--- src/hw/rtl/rfa_pkg.sv ---
`timescale 1ns / 1ps
// ----------------------------------------------------------------------------
// rfa_pkg
// Shared types and codes for the rational accumulator ALU.
// ----------------------------------------------------------------------------
package rfa_pkg;

   localparam int WIDE_BITS = 66;

   typedef enum logic [2:0] {
      OP_LOAD = 3'd0,
      OP_ADD  = 3'd1,
      OP_SUB  = 3'd2,
      OP_MUL  = 3'd3,
      OP_DIV  = 3'd4
   } op_type;

   typedef enum logic [1:0] {
      ST_OK       = 2'd0,
      ST_ZERO_DEN = 2'd1,
      ST_DIV_ZERO = 2'd2,
      ST_OVERFLOW = 2'd3
   } status_type;

   typedef enum logic [3:0] {
      S_IDLE,
      S_MUL,
      S_COMBINE,
      S_GCD_START,
      S_GCD_DIV,
      S_GCD_STEP,
      S_QN_START,
      S_QN_DIV,
      S_QD_START,
      S_QD_DIV,
      S_CHECK,
      S_OUT
   } state_type;

   typedef struct packed {
      logic latch;
      logic mul;
      logic combine;
      logic div_start_gcd;
      logic div_start_qn;
      logic div_start_qd;
      logic div_step;
      logic gcd_swap;
      logic save_qn;
      logic save_qd;
      logic check;
      logic skip;
   } cmd_type;

   typedef struct packed {
      logic       early_done;
      logic       is_zero;
      logic       div_done;
      logic       gcd_b_zero;
   } stat_type;

endpackage

--- src/hw/rtl/rfa_ctrl.sv ---
`timescale 1ns / 1ps
// ----------------------------------------------------------------------------
// rfa_ctrl
// Sequencer: multiply, combine, Euclid loop, two quotient passes, check; early exits skip to the result.
// ----------------------------------------------------------------------------
module rfa_ctrl
   import rfa_pkg::*;
(
   input  logic     clock,
   input  logic     reset,
   input  logic     req_valid,
   output logic     req_stall,
   output logic     rsp_valid,
   input  logic     rsp_stall,
   input  stat_type stat,
   output cmd_type  cmd
);

   state_type state_ff, state_in;

   always_ff @(posedge clock) begin
      if (reset) begin
         state_ff <= S_IDLE;
      end else begin
         state_ff <= state_in;
      end
   end

   always_comb begin
      state_in  = state_ff;
      cmd       = '0;
      req_stall = 1'b1;
      rsp_valid = 1'b0;
      unique case (state_ff)
         S_IDLE: begin
            req_stall = 1'b0;
            if (req_valid) begin
               cmd.latch = 1'b1;
               state_in  = S_MUL;
            end
         end
         S_MUL: begin
            if (stat.early_done) begin
               cmd.skip = 1'b1;
               state_in = S_OUT;
            end else begin
               cmd.mul  = 1'b1;
               state_in = S_COMBINE;
            end
         end
         S_COMBINE: begin
            cmd.combine = 1'b1;
            state_in    = S_GCD_START;
         end
         S_GCD_START: begin
            if (stat.is_zero || stat.gcd_b_zero) begin
               state_in = S_QN_START;
            end else begin
               cmd.div_start_gcd = 1'b1;
               state_in          = S_GCD_DIV;
            end
         end
         S_GCD_DIV: begin
            cmd.div_step = 1'b1;
            if (stat.div_done) begin
               state_in = S_GCD_STEP;
            end
         end
         S_GCD_STEP: begin
            cmd.gcd_swap = 1'b1;
            state_in     = S_GCD_START;
         end
         S_QN_START: begin
            cmd.div_start_qn = 1'b1;
            state_in         = S_QN_DIV;
         end
         S_QN_DIV: begin
            cmd.div_step = 1'b1;
            if (stat.div_done) begin
               cmd.save_qn = 1'b1;
               state_in    = S_QD_START;
            end
         end
         S_QD_START: begin
            cmd.div_start_qd = 1'b1;
            state_in         = S_QD_DIV;
         end
         S_QD_DIV: begin
            cmd.div_step = 1'b1;
            if (stat.div_done) begin
               cmd.save_qd = 1'b1;
               state_in    = S_CHECK;
            end
         end
         S_CHECK: begin
            cmd.check = 1'b1;
            state_in  = S_OUT;
         end
         S_OUT: begin
            rsp_valid = 1'b1;
            if (!rsp_stall) begin
               state_in = S_IDLE;
            end
         end
         default: state_in = S_IDLE;
      endcase
   end

endmodule

--- config.mk ---
export PLATFORM = sky130hd
export DESIGN_NAME = rfa_ctrl
export DESIGN_NICKNAME = d
export VERILOG_FILES = /design/src/hw/rtl/rfa_pkg.sv /design/src/hw/rtl/rfa_ctrl.sv
export SDC_FILE = /design/constraint.sdc
export NUM_CORES = 1
export LEC_CHECK = 0
export BUFFER_PORTS_ARGS = -buffer_cell sky130_fd_sc_hd__buf_2
export CAP_MARGIN = 20
export CORE_AREA = 4 4 41 43
export CTS_BUF_LIST = sky130_fd_sc_hd__clkbuf_8
export CTS_CLUSTER_DIAMETER = 40
export DETAILED_ROUTE_END_ITERATION = 8
export DIE_AREA = 0 0 45 47
export SLEW_MARGIN = 20
export SYNTH_ARGS = -nofsm -noshare
export SYNTH_HDL_FRONTEND = slang
export SYNTH_SLANG_ARGS = --single-unit
--- constraint.sdc ---
create_clock -name clock -period 2.3 [get_ports clock]
set_input_delay 0.46 -clock clock [delete_from_list [all_inputs] [get_ports clock]]
set_output_delay 0.46 -clock clock [all_outputs]
set_load 0.01 [all_outputs]
Word level (Yosys, flattened, before mapping):

Index checks and enable logic that the tools add are counted.

* bits in registers: 4
* word-level logic and storage cells: 49
* input port bits: 8
* output and inout bits: 14

* mux-type cells: 27
* reduce and logical (&&, ||, !) cells: 5
* eq/ne operators: 16

Operators with widths (number)
* case mux 4 bit (11 select lines): 1
* two-way mux 4 bit: 6
* two-way mux 1 bit: 19
* equality test 4 x 3 -> 1 bit, second input constant: 4
* equality test 4 bit, second input constant: 4
* != test 2 bit, second input constant: 5
* equality test 4 x 2 -> 1 bit, second input constant: 2
* AND reduction 5 bit: 1
* equality test 4 x 1 -> 1 bit, second input constant: 1
* zero test 4 bit: 1
* OR reduction 3 bit: 1
* two-way mux 2 bit: 1
* OR reduction 2 bit: 1
* logical OR 1 bit: 1

Longest topological paths before layout:

Gate-level depths: netlist (run 1).

* word-level depth: 3
* gate-level depth with buffers: 5
* mapped depth without buffers: 4

Least setup slack after synthesis (run 1):

No wires, ideal clock.

* path kind: flip-flop to output port
* start point: register state_ff[2]
* end point: output port cmd[8] in the netlist's numbering
* arrival: 1.196 ns
* data required time: 1.840 ns
* buffers on the path: 1
* setup slack: 0.644 ns
* stages on the path, launching flop included: 4
* cell sequence: dfxtp_1 -> buf_1 -> nor2_1 -> nor4b_1

RTL lines
* start, declared: RTL line rfa_ctrl.sv:19 `state_type state_ff, state_in;`
* start signal, assigned: RTL line rfa_ctrl.sv:25 `state_ff <= state_in;`
* end, declared: RTL line rfa_ctrl.sv:16 `output cmd_type cmd`

==> results of run 1 <==
-- logic make-up after synthesis --
kind of cell / Yosys count
buffers and inverters: 5
AND/OR/NAND/NOR: 38
multiplexers: 2
AO/OA/AOI/OAI: 11
flip-flops: 4
-- metrics by stage --
step / instance area (sq um) / utilization
2_1_floorplan: 415 / -
3_3_place_gp: 523 / 0.402
3_5_place_dp: 523 / 0.402
4_1_cts: 564 / 0.434
5_1_grt: 564 / 0.434
6_report: 564 / 0.434
-- cell usage after synthesis --
library cell   n
nand4b_1       1
nor4_1         1
nor4b_1        1
or4bb_1        1
a2111oi_0      1
a31o_1         1
buf_1          1
nand3_1        1
o21ai_0        4
and3_1         2
inv_1          1
nor3b_1        1
nand2_1        7
or4b_1         1
mux2_4         1
nor2b_1        3
dfxtp_1        4
nand2b_1       5
a21oi_1        2
o21a_4         1
nor2_1        10
nor3_1         2
a41oi_1        1
and3b_1        1
nand3b_1       1
clkbuf_1       2
a311oi_1       1
mux2i_1        1
buf_2          1
-- cell type report --
class,instances,area [sq um],area share
clock buffers,3,41.3,0.0732
repair buffers,21,105,0.186
well taps,15,18.8,0.0333
flip-flops and latches,4,80.1,0.142
multi-input cells,51,315,0.559
inverters,1,3.75,0.00665
-- critical path, stage by stage, from the launching register on --
cell     delay [ns]
dfxtp_1        0.54
or4bb_1        0.57
nor2_1         0.10
buf_2          0.13
-- layer usage --
metal,GRT usage,up-vias,part of all wire
met2,0.155,10,0.42
met5,0,-,0
met4,0.0351,0,0
li1,-,260,-
met3,0.0498,0,0.063
met1,0.136,209,0.51
-- final timing paths --
check	startpoint	endpoint	slack (ns)	cells past startpoint
setup reg to reg	state_ff[3]	state_ff[3]	0.42	4
hold / removal	reset	state_ff[1]	0.49	2
hold reg to reg	state_ff[2]	state_ff[2]	0.68	2
setup / recovery	state_ff[3]	cmd[2]	0.30	3
-- power breakdown --
part	switching [uW]	internal, uW
Sequential	97.6	98.9
Combinational	165	173
Clock	31.9	111
==> impl_metrics.csv, run 1 <==
group,metric,value,unit
die,dieArea,2120,sq um
power,power,677,uW
clock_tree,clk_latency,0.21,ns
cells_and_area,largest_reg_flops,4,
cells_and_area,drive_above_1_share,0.325,
die,row_count,13,
cells_and_area,final_nets,90,
clock_tree,post_cts_buffers,0,
cells_and_area,fillers,144,
placed_design,dp_cells,92,
synth,synth_area_leaders,"dfxtp_1 19%, nor2_1 9.0%, nand2b_1 7.5%",
synth,synth-seq-cells,4,
sta,fin_skew,0.000650,ns
power,power_density,1200,nW/um^2
sta,timing.hold.ws,0.491,ns
worst_setup_path,crit_path_max_fanout,14,
placed_design,globalplace.congestion,0.818,
global_route,grt_antenna_before_repair,0,
sta,slew_headroom,0.695,
sta,fin_tns_setup,0,ns
worst_setup_path,cp.arrival,1.54,ns
synth,ys_seq_area_frac,0.193,
cells_and_area,largest_register,"state_ff",
global_route,grt_max_degree,18,
cells_and_area,mostFrequentLayoutCells,"21 x buf_2, 10 x nor2_1, 7 x nand2_1",
worst_setup_path,worst_setup_path_start_kind,"flip-flop",
die,coreArea,1300,sq um
synth,avgSynthCellArea,6.92,sq um
clock_tree,hold_buffers,0,
route,drtPass1Iterations,3,
synth,synth_top_family_by_area,"simple AND/OR/NAND/NOR gates",
global_route,grt_overflow,0,
global_route,grt_pass1_vias,381,
route,drc,0,
cells_and_area,fin_cells,95,
synth,synth-simple-area-share,0.506,
sta,tightest_slew,0.457,ns
route,antenna_left,0,
synth,synthCells,60,
clock_tree,path_clk_slew,0.03,ns
run_status,status,"finished clean",
clock_tree,h-tree-depth,1,
worst_setup_path,path_class,"reg -> out",
synth,syn_nets,68,
cells_and_area,area_growth,35.8,%
clock_tree,max-clock-path-buffers,2,
cells_and_area,reg.largest.list,"state_ff (4)",
die,chipWidth,45,um
synth,yosys_warnings,0,
placed_design,dp_hpwl,759,um
synth,synthXorXnorAreaFrac,0,
synth,syn_area,415,sq um
power,vdd_drop_max,0.513,mV
worst_setup_path,worstPathRequired,1.84,ns
clock_tree,post_cts_resized,0,
cells_and_area,final_common_cell,"buf_2",
synth,yosys.area.top_type,"dfxtp_1",
cells_and_area,antenna-diode-count,0,
placed_design,port_buffers,21,
sta,setup_viol,0,
global_route,grt_pass1_wl,1.65,mm
clock_tree,clock_sinks,4,
route,drt_iter0_drc,17,
global_route,grt_usage,0.106,
route,viasPerCell,5.04,
clock_tree,cts_root_buf,"clkbuf_8",
power,power.leakage,0.000277,uW
synth,synth_compound_area_frac,0.193,
route,wl_per_cell,10.5,um
die,ioPinCount,22,
flow_run,maxCapViolations,0,
route,drt-total-wl,997,um
worst_hold_path,hp-class,"in -> reg",
placed_design,dp_slack,0.439,ns
sta,max_freq,499,MHz
sta,slew_violations,0,
sta,finalCritPeriodShare,0.871,
synth,synth_fa_ha_area_frac,0,
die,die_h,47,um
route,num_vias,479,
worst_setup_path,endpoint_kind,"output pin",
synth,yosysUniqueCellTypes,29,
synth,synthMuxAreaShare,0.0602,
sta,period_minus_slack,2.00,ns
sta,fin_ws,0.296,ns
clock_tree,cts_tree,"done",
synth,netlist.area_leader.share,0.193,
die,start_util,0.319,
sta,rsz0062_at_grt,"no",
clock_tree,cts_buffers,3,
sta,finalHoldViolations,0,
(Power assumes the default switching activity.)
==> inputs of run 2 (changes only) <==
--- a/config.mk
+++ b/config.mk
@@ -12,6 +12,7 @@
 export CTS_CLUSTER_DIAMETER = 40
 export DETAILED_ROUTE_END_ITERATION = 8
 export DIE_AREA = 0 0 45 47
+export RECOVER_POWER = 25
 export SLEW_MARGIN = 20
 export SYNTH_ARGS = -nofsm -noshare
 export SYNTH_HDL_FRONTEND = slang
==> run 2 against run 1 <==
  * Register-to-register slack hardly changed
  * Total power shrank 0.34%
  * Die area did not move
  * Utilization is 0.29 points lower
  * Critical endpoint unchanged
  * Non-clock buffer count unchanged
  * Global-route usage did not move
==> impl_metrics.csv, run 2 (same netlist as run 1, synthesis figures left out) <==
group,metric,value,unit
die,start_util,0.319,
route,num_vias,482,
route,drt_iter0_drc,17,
sta,tightest_slew,0.454,ns
cells_and_area,final_core_util,0.431,
placed_design,dp_hpwl,759,um
clock_tree,hold_buffers,0,
placed_design,dp_cells,92,
power,vdd_drop_max,0.513,mV
worst_hold_path,hp-class,"in -> reg",
route,drtPass1Iterations,3,
clock_tree,cts_buffers,3,
global_route,grt_overflow,0,
cells_and_area,largest_register,"state_ff",
cells_and_area,largest_reg_flops,4,
sta,period_minus_slack,1.99,ns
clock_tree,post_cts_resized,0,
clock_tree,cts_tree,"done",
cells_and_area,final_nets,90,
run_status,status,"finished clean",
power,power_density,1200,nW/um^2
worst_setup_path,cp.arrival,1.53,ns
flow_run,maxCapViolations,0,
sta,slew_headroom,0.697,
route,drt-total-wl,993,um
sta,fin_tns_setup,0,ns
sta,max_freq,501,MHz
route,viasPerCell,5.07,
power,power.leakage,0.000264,uW
sta,rsz0062_at_grt,"no",
global_route,grt_antenna_before_repair,0,
worst_setup_path,worst_setup_path_start_kind,"flip-flop",
cells_and_area,final_common_cell,"buf_2",
worst_setup_path,crit_path_max_fanout,14,
die,dieArea,2120,sq um
sta,setup_viol,0,
placed_design,globalplace.congestion,0.818,
die,ioPinCount,22,
route,antenna_left,0,
worst_setup_path,worstPathRequired,1.84,ns
die,coreArea,1300,sq um
clock_tree,clock_sinks,4,
clock_tree,path_clk_slew,0.03,ns
cells_and_area,reg.largest.list,"state_ff (4)",
clock_tree,post_cts_buffers,0,
die,die_h,47,um
cells_and_area,drive_above_1_share,0.288,
clock_tree,cts_root_buf,"clkbuf_8",
sta,timing.hold.ws,0.490,ns
cells_and_area,area_growth,34.9,%
global_route,grt_pass1_vias,381,
global_route,grt_max_degree,18,
sta,finalHoldViolations,0,
cells_and_area,mostFrequentLayoutCells,"18 x buf_2, 10 x nor2_1, 7 x nand2_1",
sta,fin_skew,0.000646,ns
cells_and_area,fin_cells,95,
worst_setup_path,endpoint_kind,"output pin",
placed_design,port_buffers,21,
die,chipWidth,45,um
global_route,grt_pass1_wl,1.65,mm
sta,slew_violations,0,
die,row_count,13,
route,wl_per_cell,10.5,um
clock_tree,clk_latency,0.21,ns
clock_tree,max-clock-path-buffers,2,
worst_setup_path,path_class,"reg -> out",
cells_and_area,fillers,146,
route,drc,0,
global_route,grt_usage,0.106,
sta,finalCritPeriodShare,0.867,
cells_and_area,antenna-diode-count,0,
clock_tree,h-tree-depth,1,
run 2: area by class of cell:
class                      instances  area [sq um]  share of cell area
tap                               15          18.8              0.0335
multi-input combinational         51           315               0.562
sequential                         4          80.1               0.143
inverter                           1          3.75             0.00670
timing repair buffer              21           101               0.181
clock buffer                       3          41.3              0.0737
run 2: through the flow:
step	instance area, sq um	power [uW]	worst slack (ns)
2_1_floorplan	415	438	0.644
3_3_place_gp	523	541	0.458
3_5_place_dp	523	533	0.439
4_1_cts	564	681	0.306
5_1_grt	561	738	0.203
6_report	561	675	0.305
run 2: power by group:
group	switching, uW	leakage [uW]	internal (uW)
logic	165	0.000209	171
registers	96.6	0.0000331	98.9
clock network	31.9	0.0000216	111
run 2: worst paths after layout:
check / startpoint / slack [ns] / cells past startpoint / endpoint
worst max-delay path: state_ff[3] / 0.31 / 3 / cmd[2]
worst min-delay path: reset / 0.49 / 2 / state_ff[1]
worst max register to register: state_ff[3] / 0.43 / 4 / state_ff[3]
worst min register to register: state_ff[2] / 0.68 / 2 / state_ff[2]
run 2: critical path: stages, from the launching register on:
cell and delay, ns:
dfxtp_1 0.53, or4bb_1 0.57, nor2_1 0.10, buf_2 0.13
run 2: per-layer routing:
| layer | track usage | up-vias | part of all wire |
|---|---|---|---|
| met3 | 0.0498 | 0 | 0.063 |
| met2 | 0.155 | 10 | 0.43 |
| met4 | 0.0351 | 0 | 0 |
| met5 | 0 | - | 0 |
| li1 | - | 259 | - |
| met1 | 0.136 | 213 | 0.51 |
